## config.mk

```make
export PLATFORM = sky130hd
export DESIGN_NAME = ndslice_ctrl
export DESIGN_NICKNAME = d
export VERILOG_FILES = /design/src/design/ndslice_pkg.sv /design/src/design/ndslice_ctrl.sv
export SDC_FILE = /design/constraint.sdc
export NUM_CORES = 1
export LEC_CHECK = 0
export BUFFER_PORTS_ARGS = -buffer_cell sky130_fd_sc_hd__buf_2
export CORE_AREA = 2 2 39 41
export CTS_CLUSTER_SIZE = 16
export DETAILED_ROUTE_END_ITERATION = 16
export DIE_AREA = 0 0 41 43
export MAX_ROUTING_LAYER = met4
export PLACE_DENSITY_LB_ADDON = 0.1
export SYNTH_ARGS = -nofsm -noshare
export SYNTH_HDL_FRONTEND = slang
export SYNTH_SLANG_ARGS = --single-unit
```

## constraint.sdc

```tcl
create_clock -name clock -period 1.4 [get_ports clock]
set_clock_uncertainty 0.15 [all_clocks]
set_input_delay 0.07 -clock clock [delete_from_list [all_inputs] [get_ports clock]]
set_output_delay 0.07 -clock clock [all_outputs]
set_load 0.005 [all_outputs]
```

## src/design/ndslice_pkg.sv

```systemverilog
// ----------------------------------------------------------------------------
// ndslice_pkg
// Shared codes and controller/datapath interface types for the slice generator.
// ----------------------------------------------------------------------------
package ndslice_pkg;

   localparam int NUM_SIZE_REGS = 4;

   localparam logic OP_START = 1'b0;
   localparam logic OP_NEXT  = 1'b1;

   localparam logic [2:0] STAT_OK    = 3'd0;
   localparam logic [2:0] STAT_EMPTY = 3'd1;
   localparam logic [2:0] STAT_WHOLE = 3'd2;
   localparam logic [2:0] STAT_ZSTEP = 3'd3;
   localparam logic [2:0] STAT_OOB   = 3'd4;
   localparam logic [2:0] STAT_NONE  = 3'd5;

   localparam logic [2:0] CSR_DIM_COUNT = 3'd0;
   localparam logic [2:0] CSR_SIZE0     = 3'd1;
   localparam logic [2:0] CSR_SIZE1     = 3'd2;
   localparam logic [2:0] CSR_SIZE2     = 3'd3;
   localparam logic [2:0] CSR_SIZE3     = 3'd4;
   localparam logic [2:0] CSR_SLICE_DIM = 3'd5;

   typedef struct packed {
      logic take_start;
      logic take_next;
      logic div_step;
      logic check;
      logic prod_step;
      logic fin1;
      logic fin2;
      logic fin3;
      logic fin4;
   } cmd_type;

   typedef struct packed {
      logic pre_fail;
      logic div_last;
      logic oob;
      logic prod_last;
   } stat_type;

endpackage

```

## src/design/ndslice_ctrl.sv

```systemverilog
// ----------------------------------------------------------------------------
// ndslice_ctrl
// Sequencer: accepts one item, steps the datapath, presents the result.
// ----------------------------------------------------------------------------
module ndslice_ctrl (
   input  logic                 clock,
   input  logic                 reset,
   input  logic                 req_valid,
   input  logic                 req_op,
   output logic                 req_ready,
   output logic                 rsp_valid,
   input  logic                 rsp_ready,
   input  ndslice_pkg::stat_type stat,
   output ndslice_pkg::cmd_type  cmd
);

   localparam logic [3:0] S_IDLE = 4'd0;
   localparam logic [3:0] S_DIV  = 4'd1;
   localparam logic [3:0] S_CHK  = 4'd2;
   localparam logic [3:0] S_PROD = 4'd3;
   localparam logic [3:0] S_FIN1 = 4'd4;
   localparam logic [3:0] S_FIN2 = 4'd5;
   localparam logic [3:0] S_FIN3 = 4'd6;
   localparam logic [3:0] S_FIN4 = 4'd7;
   localparam logic [3:0] S_OUT  = 4'd8;

   logic [3:0] state_ff, state_in;

   always_comb begin
      state_in  = state_ff;
      cmd       = '0;
      req_ready = 1'b0;
      rsp_valid = 1'b0;
      case (state_ff)
         S_IDLE: begin
            req_ready = 1'b1;
            if (req_valid) begin
               if (req_op == ndslice_pkg::OP_NEXT) begin
                  cmd.take_next = 1'b1;
                  state_in      = S_OUT;
               end else begin
                  cmd.take_start = 1'b1;
                  state_in       = stat.pre_fail ? S_OUT : S_DIV;
               end
            end
         end
         S_DIV: begin
            cmd.div_step = 1'b1;
            if (stat.div_last) state_in = S_CHK;
         end
         S_CHK: begin
            cmd.check = 1'b1;
            state_in  = stat.oob ? S_OUT : S_PROD;
         end
         S_PROD: begin
            cmd.prod_step = 1'b1;
            if (stat.prod_last) state_in = S_FIN1;
         end
         S_FIN1: begin
            cmd.fin1 = 1'b1;
            state_in = S_FIN2;
         end
         S_FIN2: begin
            cmd.fin2 = 1'b1;
            state_in = S_FIN3;
         end
         S_FIN3: begin
            cmd.fin3 = 1'b1;
            state_in = S_FIN4;
         end
         S_FIN4: begin
            cmd.fin4 = 1'b1;
            state_in = S_OUT;
         end
         S_OUT: begin
            rsp_valid = 1'b1;
            if (rsp_ready) state_in = S_IDLE;
         end
         default: state_in = S_IDLE;
      endcase
   end

   always_ff @(posedge clock) begin
      if (reset) begin
         state_ff <= S_IDLE;
      end else begin
         state_ff <= state_in;
      end
   end

endmodule

```

==> out/results.ini, run 1 <==
[sta]
hold_violations = 0
fin_crit_sh = 1.12
fmax_mhz = 640
maxSlewViolCount = 0
min_period_ns = 1.56
fin_ws_ns = -0.162
slew_headroom = 0.785
setup_violations = 10
worstMarginPinSlew_ns = 0.322
rsz0062_at_grt = true
tns_ns = -0.978

[worst_setup_path]
cp_slowest_stage_delay_ns = 0.35
crit_chain = buf_6, nor4_4, and3_1, buf_2
critical-path-slowest-cell = dfxtp_4
end_kind = output pin
cp-start-kind = register
worstPathRequired_ns = 1.18
critPathMaxFanout = 4
crit_buf_inv = 2
cp_data_arrival_time_ns = 1.34
criticalPathCategory = register to output pin
cpLargestDelayFamily = simple AND/OR/NAND/NOR gates

[cells_and_area]
top_regs = state_ff (4)
antennaDiodeCount = 0
top_register = state_ff
syn2layout_area_growth_pct = 82.5
drive_gt1_frac = 0.643
largest_reg_flops = 4
final_area_um2 = 706
nets = 95
nFillCells = 134
utilization = 0.510

[cts]
cts_max_level = 1
clkTransAtPathRegs_ns = 0.04
root_buffer = clkbuf_4
clock_sinks = 4
numCtsBuffers = 3
cts_tree = done
clock_latency_ns = 0.23
clockBufferDepth = 2

[detailed_routing]
wl_per_cell_um = 11.6
vias = 476
routed_via_density = 4.76
routed_wl_um = 1160
dr.pass1.iters = 2
drt_iter0_markers = 2
drc = 0
antenna_left = 0

[synth]
netlist_area_um2 = 387
ys_warn_count = 0
synth_compound_area_frac = 0.188
synth-seq-cells = 4
synthXorXnorAreaFrac = 0.0227
syn_inst = 50
yosys.area_share.adder = 0
yosys.area_share.simple = 0.450
yosysUniqueCellTypes = 27
synth_seq_area_share = 0.207
synth_mux_area_frac = 0.0291
synth_top_family_by_area = simple AND/OR/NAND/NOR gates
synth_nets = 59
async_flop_share = 0
synth_enable_flop_cells = 0
synthFlopType = dfxtp_1
avgSynthCellArea_um2 = 7.73

[global_routing]
grt_max_degree = 8
grt_pass1_wl_um = 1860
use_met2 = 0.231
grt_overflow_total = 0
antenna_found_initial = 0
track_usage = 0.157
grt_most_used_layer = met2
met3_usage = 0.0419
grt_use_met1 = 0.183
first_global_vias = 452

[outcome]
outcome = complete, but fails checks
violations = setup timing

[placement]
gp_congestion = 0.747
portBuffers = 19
dpl.hpwl_um = 845
placed_area_um2 = 529
place_ws_ns = -0.0343

[power_and_ir_drop]
power.total_mw = 0.441
ir_drop_v = 0.000337
cellPowerDensity_mw_per_mm2 = 624
power.leakage_nw = 0.332

[die]
die_height_um = 43
core_mm2 = 0.00138
start_util = 0.279
dieArea_mm2 = 0.00176
die_w_um = 41
pin_count = 20
std_cell_rows = 14

[flow_run]
drv_cap = 0

[worst_hold_path]
hold_path_class = input pin to register

final timing paths:
kind                 end   startpoint  slack, ns  cells after the start
max               cmd[7]  state_ff[1]      -0.16                      4
min          state_ff[3]      stat[3]        0.1                      4
max reg2reg  state_ff[0]  state_ff[1]      -0.13                      4
min reg2reg  state_ff[3]  state_ff[2]       0.49                      3
cell usage after synthesis, drive strengths merged (2+ instances only):
| cell type | number | area [um^2] |
|---|---|---|
| nand2 | 4 | 15.0 |
| nand2b | 3 | 18.8 |
| nor3 | 5 | 25.0 |
| buf | 4 | 32.5 |
| inv | 2 | 7.51 |
| dfxtp | 4 | 80.1 |
| or3b | 2 | 17.5 |
| a22oi | 2 | 20.0 |
| nor2 | 8 | 30.0 |
per-layer routing:
layer,share of wire,vias to the layer above
met5,0,-
met4,0,0
met3,0.066,0
met1,0.45,213
li1,-,246
met2,0.48,17
area by class of cell:
cell class	instances	area, um^2	share of cell area
Sequential cell	4	92.6	0.131
Inverter	2	7.51	0.0106
Multi-Input combinational cell	40	323	0.457
Timing Repair Buffer	35	240	0.340
Tap cell	16	20.0	0.0284
Clock buffer	3	22.5	0.0319
what timing repair did:
item	CTS	global route
setup endpoints to repair	12	15
endpoints found under the hold margin	2	0
resized for setup	13	9
pin swaps	5	8
hold buffers	3	0
buffers inserted	1	4
gates cloned	0	0
cell usage in the layout, fill, tap and decap left out, drive strengths merged, types with 2 or more instances in the layout:
cell / instances
dfxtp: 4
clkbuf: 3
dlygate4sd3: 3
a22oi: 2
nor3: 5
nand2b: 3
or3b: 2
inv: 2
nor2: 8
nand2: 4
buf: 32
cell families (layout without fill, tap and decap cells):
kind of cell,count (synthesis),after routing
simple gates,30,30
xor+xnor,1,1
compound gates,8,8
buf+inv,6,40
flops,4,4
mux,1,1
tightest hold or removal path, stage by stage:
cell     delay (ns)
buf_2          0.08
or2_2          0.09
a22oi_1        0.06
a22oi_2        0.13
report_power, final:
part	switching (mW)	internal, mW	leakage (nW)
Combinational	0.0684	0.103	0.283
Clock	0.0464	0.0959	0.0138
Sequential	0.00958	0.118	0.0352
metrics by stage:
| stage | std cells | hold slack (ns) |
|---|---|---|
| 4_1_cts | 96 | 0.0913 |
| 3_5_place_dp | 89 | 0.204 |
| 6_report | 100 | 0.0958 |
| 3_3_place_gp | 89 | 0.205 |
| 2_1_floorplan | 50 | 0.0211 |
| 5_1_grt | 100 | 0.106 |
No activity file was read; power rests on OpenSTA's default activity.
==> run 2, diff against run 1 <==
--- a/config.mk
+++ b/config.mk
@@ -6,12 +6,12 @@
 export NUM_CORES = 1
 export LEC_CHECK = 0
 export BUFFER_PORTS_ARGS = -buffer_cell sky130_fd_sc_hd__buf_2
-export CORE_AREA = 2 2 39 41
+export CORE_AREA = 3 3 40 42
 export CTS_CLUSTER_SIZE = 16
 export DETAILED_ROUTE_END_ITERATION = 16
-export DIE_AREA = 0 0 41 43
+export DIE_AREA = 0 0 43 45
 export MAX_ROUTING_LAYER = met4
-export PLACE_DENSITY_LB_ADDON = 0.1
+export PLACE_DENSITY_LB_ADDON = 0.25
 export SYNTH_ARGS = -nofsm -noshare
 export SYNTH_HDL_FRONTEND = slang
 export SYNTH_SLANG_ARGS = --single-unit
==> run 2 against run 1 <==
Effect of this change:
- the run still ends with setup timing left
- cell area shrank 2.0%
- sequential cell count is the same
- non-clock buffer count shrank 2
- clock power is essentially flat
- first-iteration DRC count shrank 100%
- sequential share of layout area shrank 0.46 points
- critical path depth grew 1
- register-to-register slack gained 0.03 ns
- via count shrank 1.5%
- wire length shrank 5.9%
- die area grew 9.8%
==> out/results.ini, run 2 (synthesis gave the netlist of run 1 again) <==
[global_routing]
grt_pass1_wl_um = 1970  ; +5.9%
track_usage = 0.135  ; -0.0228
first_global_vias = 472  ; +4.4%
grt_max_degree = 7  ; -1
antenna_found_initial = 0  ; unchanged
grt_overflow_total = 0  ; unchanged

[power_and_ir_drop]
combinationalPowerShare = 0.339  ; -0.049
cellPowerDensity_mw_per_mm2 = 606  ; -2.9%
power_switching_share = 0.286  ; +0.00300
power.share.clock = 0.343  ; +0.020
ir_drop_v = 0.000235  ; -30%
seq_power_share = 0.318  ; +0.029
power.total_mw = 0.419  ; -4.8%
intPower_mw = 0.300  ; -5.2%
power.switching_mw = 0.120  ; -3.8%
power.leakage_nw = 0.331  ; -0.39%

[worst_setup_path]
rr_worst_depth = 3  ; -1
r2r-end = state_ff[0]
r2r_setup_slack_ns = -0.10  ; +0.03 ns
crit_path_start = state_ff[1]
critPathMaxFanout = 5  ; +1
worstPathRequired_ns = 1.18  ; about the same
cp-start-kind = register
crit_end = cmd[6]
end_kind = output pin
rr_startpoint = state_ff[1]
cp_data_arrival_time_ns = 1.34  ; about the same
criticalPathCategory = register to output pin

[sta]
fmax_mhz = 642  ; +0.24%
hold_violations = 0  ; unchanged
min_period_ns = 1.56  ; -0.00379 ns
slew_headroom = 0.793  ; +0.00793
whs_ns = 0.00178  ; -0.0940 ns
worstMarginPinSlew_ns = 0.310  ; -0.0119 ns
rsz0062_at_grt = true
fin_ws_ns = -0.158  ; +0.00379 ns
maxSlewViolCount = 0  ; unchanged
fin_crit_sh = 1.11  ; -0.00271
setup_violations = 9  ; -1

[flow_run]
drv_cap = 0  ; unchanged

[detailed_routing]
routed_via_density = 4.84  ; +1.6%
antenna_left = 0  ; unchanged
wl_per_cell_um = 11.3  ; -2.9%
dr.pass1.iters = 1  ; -1
routed_wl_um = 1090  ; -5.9%
drt_iter0_markers = 0  ; -2
vias = 469  ; -1.5%
drc = 0  ; unchanged

[cells_and_area]
final_area_um2 = 692  ; -2.0%
top_register = state_ff
nets = 93  ; -2.1%
utilization = 0.538  ; +0.0285
largest_reg_flops = 4  ; unchanged
antennaDiodeCount = 0  ; unchanged
drive_gt1_frac = 0.622  ; -0.0209
final_cell_mix = buf_2, nor2_1, buf_4
syn2layout_area_growth_pct = 79.0
top_regs = state_ff (4)
final_common_cell = buf_2
nFillCells = 119  ; -11%

[placement]
portBuffers = 19  ; unchanged
dpl.hpwl_um = 860  ; +1.7%
placed_area_um2 = 541  ; +2.1%
gp_congestion = 0.778  ; +4.0%

[cts]
cts_max_level = 1  ; unchanged
cts_tree = done
clock_sinks = 4  ; unchanged
clockBufferDepth = 2  ; unchanged
root_buffer = clkbuf_4
clkTransAtPathRegs_ns = 0.04  ; about the same
clock_latency_ns = 0.23  ; about the same
numCtsBuffers = 3  ; unchanged

[die]
std_cell_rows = 13  ; -1
start_util = 0.301  ; +0.0215
die_w_um = 43  ; +4.9%
pin_count = 20  ; unchanged
core_mm2 = 0.00128  ; -7.1%
dieArea_mm2 = 0.00194  ; +9.8%
die_height_um = 45  ; +4.7%

[worst_hold_path]
holdPathStages = 3  ; -1
hold_path_class = input pin to register

[outcome]
outcome = complete, but fails checks
violations = setup timing

run 2: final cells by class:
class                      count  area (um^2)  area share
multi-input combinational     40          319       0.461
timing repair buffer          33          236       0.342
clock buffer                   3         22.5      0.0325
tap                           15         18.8      0.0271
sequential                     4         87.6       0.127
inverter                       2         7.51      0.0108
run 2: worst min path at each step:
| stage | start | to | slack (ns) |
|---|---|---|---|
| final | reset | state_ff[1] | 0.002 |
| after floorplan | req_op | cmd[8] | 0.02 |
| after CTS | reset | state_ff[1] | 0.004 |
| after global placement | stat[0] | state_ff[1] | 0.21 |
| after global routing | reset | state_ff[1] | 0.06 |
| after detailed placement | stat[0] | state_ff[1] | 0.21 |
run 2: repair_timing:
action	4_1_cts	5_1_grt
gates resized for setup	12	7
pin swaps	6	4
buffers inserted	4	0
setup endpoints to repair	11	15
hold endpoints to repair	2	0
hold buffers	2	0
run 2: power by group through the flow:
| stage | logic [mW] | registers, mW | clock network, mW |
|---|---|---|---|
| after floorplan | 0.0769 | 0.124 | 0 |
| after global placement | 0.117 | 0.131 | 0 |
| after detailed placement | 0.118 | 0.131 | 0 |
| after CTS | 0.136 | 0.132 | 0.149 |
| after global routing | 0.158 | 0.134 | 0.148 |
| final | 0.142 | 0.133 | 0.144 |
run 2: routing by layer:
layer / wire length, um / part of all wire / up-vias / global-route usage
met5: 0 / 0 / - / -
met4: 19 / 0.017 / 0 / 0.0542
met3: 46 / 0.042 / 2 / 0
met2: 569 / 0.52 / 14 / 0.240
met1: 457 / 0.42 / 210 / 0.164
li1: - / - / 243 / -
run 2: critical path: stages, from the launching register on:
cell     delay [ns]
dfxtp_2        0.32
buf_12         0.13
buf_6          0.11
or2b_1         0.25
nor3_1         0.16
buf_2          0.14
run 2: per-stage QoR:
stage / setup TNS, ns / std cells / worst slack (ns)
final: -0.747 / 97 / -0.158
after global placement: -0.0299 / 88 / -0.0174
after global routing: -1.51 / 97 / -0.236
after CTS: -0.902 / 97 / -0.167
after detailed placement: -0.00433 / 88 / -0.00433
after floorplan: 0 / 50 / 0.00363
==> run 3, diff against run 2 <==
--- a/config.mk
+++ b/config.mk
@@ -12,6 +12,7 @@
 export DIE_AREA = 0 0 43 45
 export MAX_ROUTING_LAYER = met4
 export PLACE_DENSITY_LB_ADDON = 0.25
+export RECOVER_POWER = 25
 export SYNTH_ARGS = -nofsm -noshare
 export SYNTH_HDL_FRONTEND = slang
 export SYNTH_SLANG_ARGS = --single-unit
==> run 3 against run 2 <==
Effect of this change:
- sequential share of layout area shrank 0.32 points
- final cell count stayed put
- largest power group unchanged
- largest cell class unchanged
- power hardly changed
- the flow still finishes with violations (setup timing)
- non-clock buffer count did not move
==> out/results.ini, run 3 (synthesis gave the netlist of run 1 again) <==
[cts]
cts_tree = done
clock_latency_ns = 0.23  ; about the same
clkTransAtPathRegs_ns = 0.04  ; about the same
clock_sinks = 4  ; unchanged
clockBufferDepth = 2  ; unchanged
numCtsBuffers = 3  ; unchanged
cts_max_level = 1  ; unchanged
root_buffer = clkbuf_4

[global_routing]
track_usage = 0.135  ; unchanged
first_global_vias = 472  ; unchanged
antenna_found_initial = 0  ; unchanged
grt_max_degree = 7  ; unchanged
grt_overflow_total = 0  ; unchanged
grt_pass1_wl_um = 1970  ; unchanged

[cells_and_area]
final_cell_mix = buf_2, nor2_1, buf_4
utilization = 0.537  ; -0.00195
top_register = state_ff
final_common_cell = buf_2
drive_gt1_frac = 0.622  ; unchanged
stdcell_count = 97  ; unchanged
nets = 93  ; unchanged
largest_reg_flops = 4  ; unchanged
top_regs = state_ff (4)
syn2layout_area_growth_pct = 78.3
antennaDiodeCount = 0  ; unchanged

[sta]
setup_violations = 9  ; unchanged
worstMarginPinSlew_ns = 0.310  ; +0.000000119 ns
min_period_ns = 1.56  ; -0.0000760 ns
fin_crit_sh = 1.11  ; about the same
slew_headroom = 0.793  ; unchanged
maxSlewViolCount = 0  ; unchanged
fmax_mhz = 642  ; about the same
rsz0062_at_grt = true
hold_violations = 0  ; unchanged
tns_ns = -0.749  ; -0.00156 ns
fin_ws_ns = -0.158  ; +0.0000760 ns

[worst_setup_path]
r2r_setup_slack_ns = -0.10  ; about the same
crit_end = cmd[6]
rr_startpoint = state_ff[1]
critical-path-slowest-cell = dfxtp_2
crit_chain = buf_12, buf_6, or2b_1, nor3_1, buf_2
r2r-end = state_ff[0]
critPathMaxFanout = 5  ; unchanged
cp_slowest_stage_delay_ns = 0.32  ; about the same
worstPathRequired_ns = 1.18  ; about the same
crit_path_start = state_ff[1]
cp_data_arrival_time_ns = 1.34  ; about the same
end_kind = output pin
cp-start-kind = register
criticalPathCategory = register to output pin
rr_worst_depth = 3  ; unchanged

[worst_hold_path]
hold_path_class = input pin to register

[placement]
gp_congestion = 0.778  ; unchanged
dp_cells = 88  ; unchanged
dpl.hpwl_um = 860  ; unchanged
portBuffers = 19  ; unchanged

[power_and_ir_drop]
ir_drop_v = 0.000235  ; about the same
power.leakage_nw = 0.330  ; about the same
power.total_mw = 0.420  ; about the same
cellPowerDensity_mw_per_mm2 = 609  ; +0.39%

[die]
pin_count = 20  ; unchanged
die_w_um = 43  ; unchanged
dieArea_mm2 = 0.00194  ; unchanged
start_util = 0.301  ; unchanged
std_cell_rows = 13  ; unchanged
core_mm2 = 0.00128  ; unchanged
die_height_um = 45  ; unchanged

[detailed_routing]
drt_iter0_markers = 0  ; unchanged
vias = 467  ; -0.43%
antenna_left = 0  ; unchanged
wl_per_cell_um = 11.3  ; unchanged
dr.pass1.iters = 1  ; unchanged
routed_wl_um = 1090  ; unchanged
routed_via_density = 4.81  ; -0.43%
drc = 0  ; unchanged

[outcome]
outcome = complete, but fails checks
violations = setup timing

[flow_run]
drv_cap = 0  ; unchanged

[run 3: cell counts in the layout (fill, tap and decap cells not counted)]
No cell type changed its count.
[run 3: where the power goes]
part,total (mW),switching (mW),internal (mW)
combinational,0.142,0.0609,0.0814
sequential,0.133,0.0111,0.122
clock,0.144,0.0480,0.0960
total,0.420,0.120,0.299
[run 3: through the flow]
stage / area [um^2] / setup WS (ns) / hold slack, ns
finish: 689 / -0.158 / 0.00177
global route: 689 / -0.236 / 0.0595
CTS: 663 / -0.167 / 0.00441
detailed placement: 541 / -0.00433 / 0.212
global placement: 541 / -0.0174 / 0.213
floorplan: 389 / 0.00363 / 0.0211
[run 3: per-layer routing]
layer,GRT usage,share of wire,vias to the layer above
li1,-,-,242
met1,0.164,0.42,209
met2,0.240,0.52,14
met3,0,0.042,2
met4,0.0542,0.017,0
met5,-,0,-
[run 3: worst min-delay path by stage]
stage,start,endpoint,depth (start not counted)
detailed placement,stat[0],state_ff[1],3
global route,reset,state_ff[1],3
global placement,stat[0],state_ff[1],3
finish,reset,state_ff[1],3
floorplan,req_op,cmd[8],1
CTS,reset,state_ff[1],3
[run 3: final cells by class]
cell class,count,area (um^2)
tap,15,18.8
sequential,4,85.1
inverter,2,7.51
multi-input combinational,40,319
timing repair buffer,33,236
fill,120,596
clock buffer,3,22.5
[run 3: worst max-delay path: cells and delay by family, from the launching register on]
| kind | cells | cell delay (ns) |
|---|---|---|
| and+or+nand+nor | 2 | 0.41 |
| buffers and inverters | 3 | 0.38 |
| DFF | 1 | 0.32 |
[run 3: what timing repair did]
item	in CTS	in global routing
pin swaps	6	4
hold buffers	2	0
setup buffers	4	0
gates resized for setup	12	7
hold endpoints to repair	2	0
setup endpoints to repair	11	15
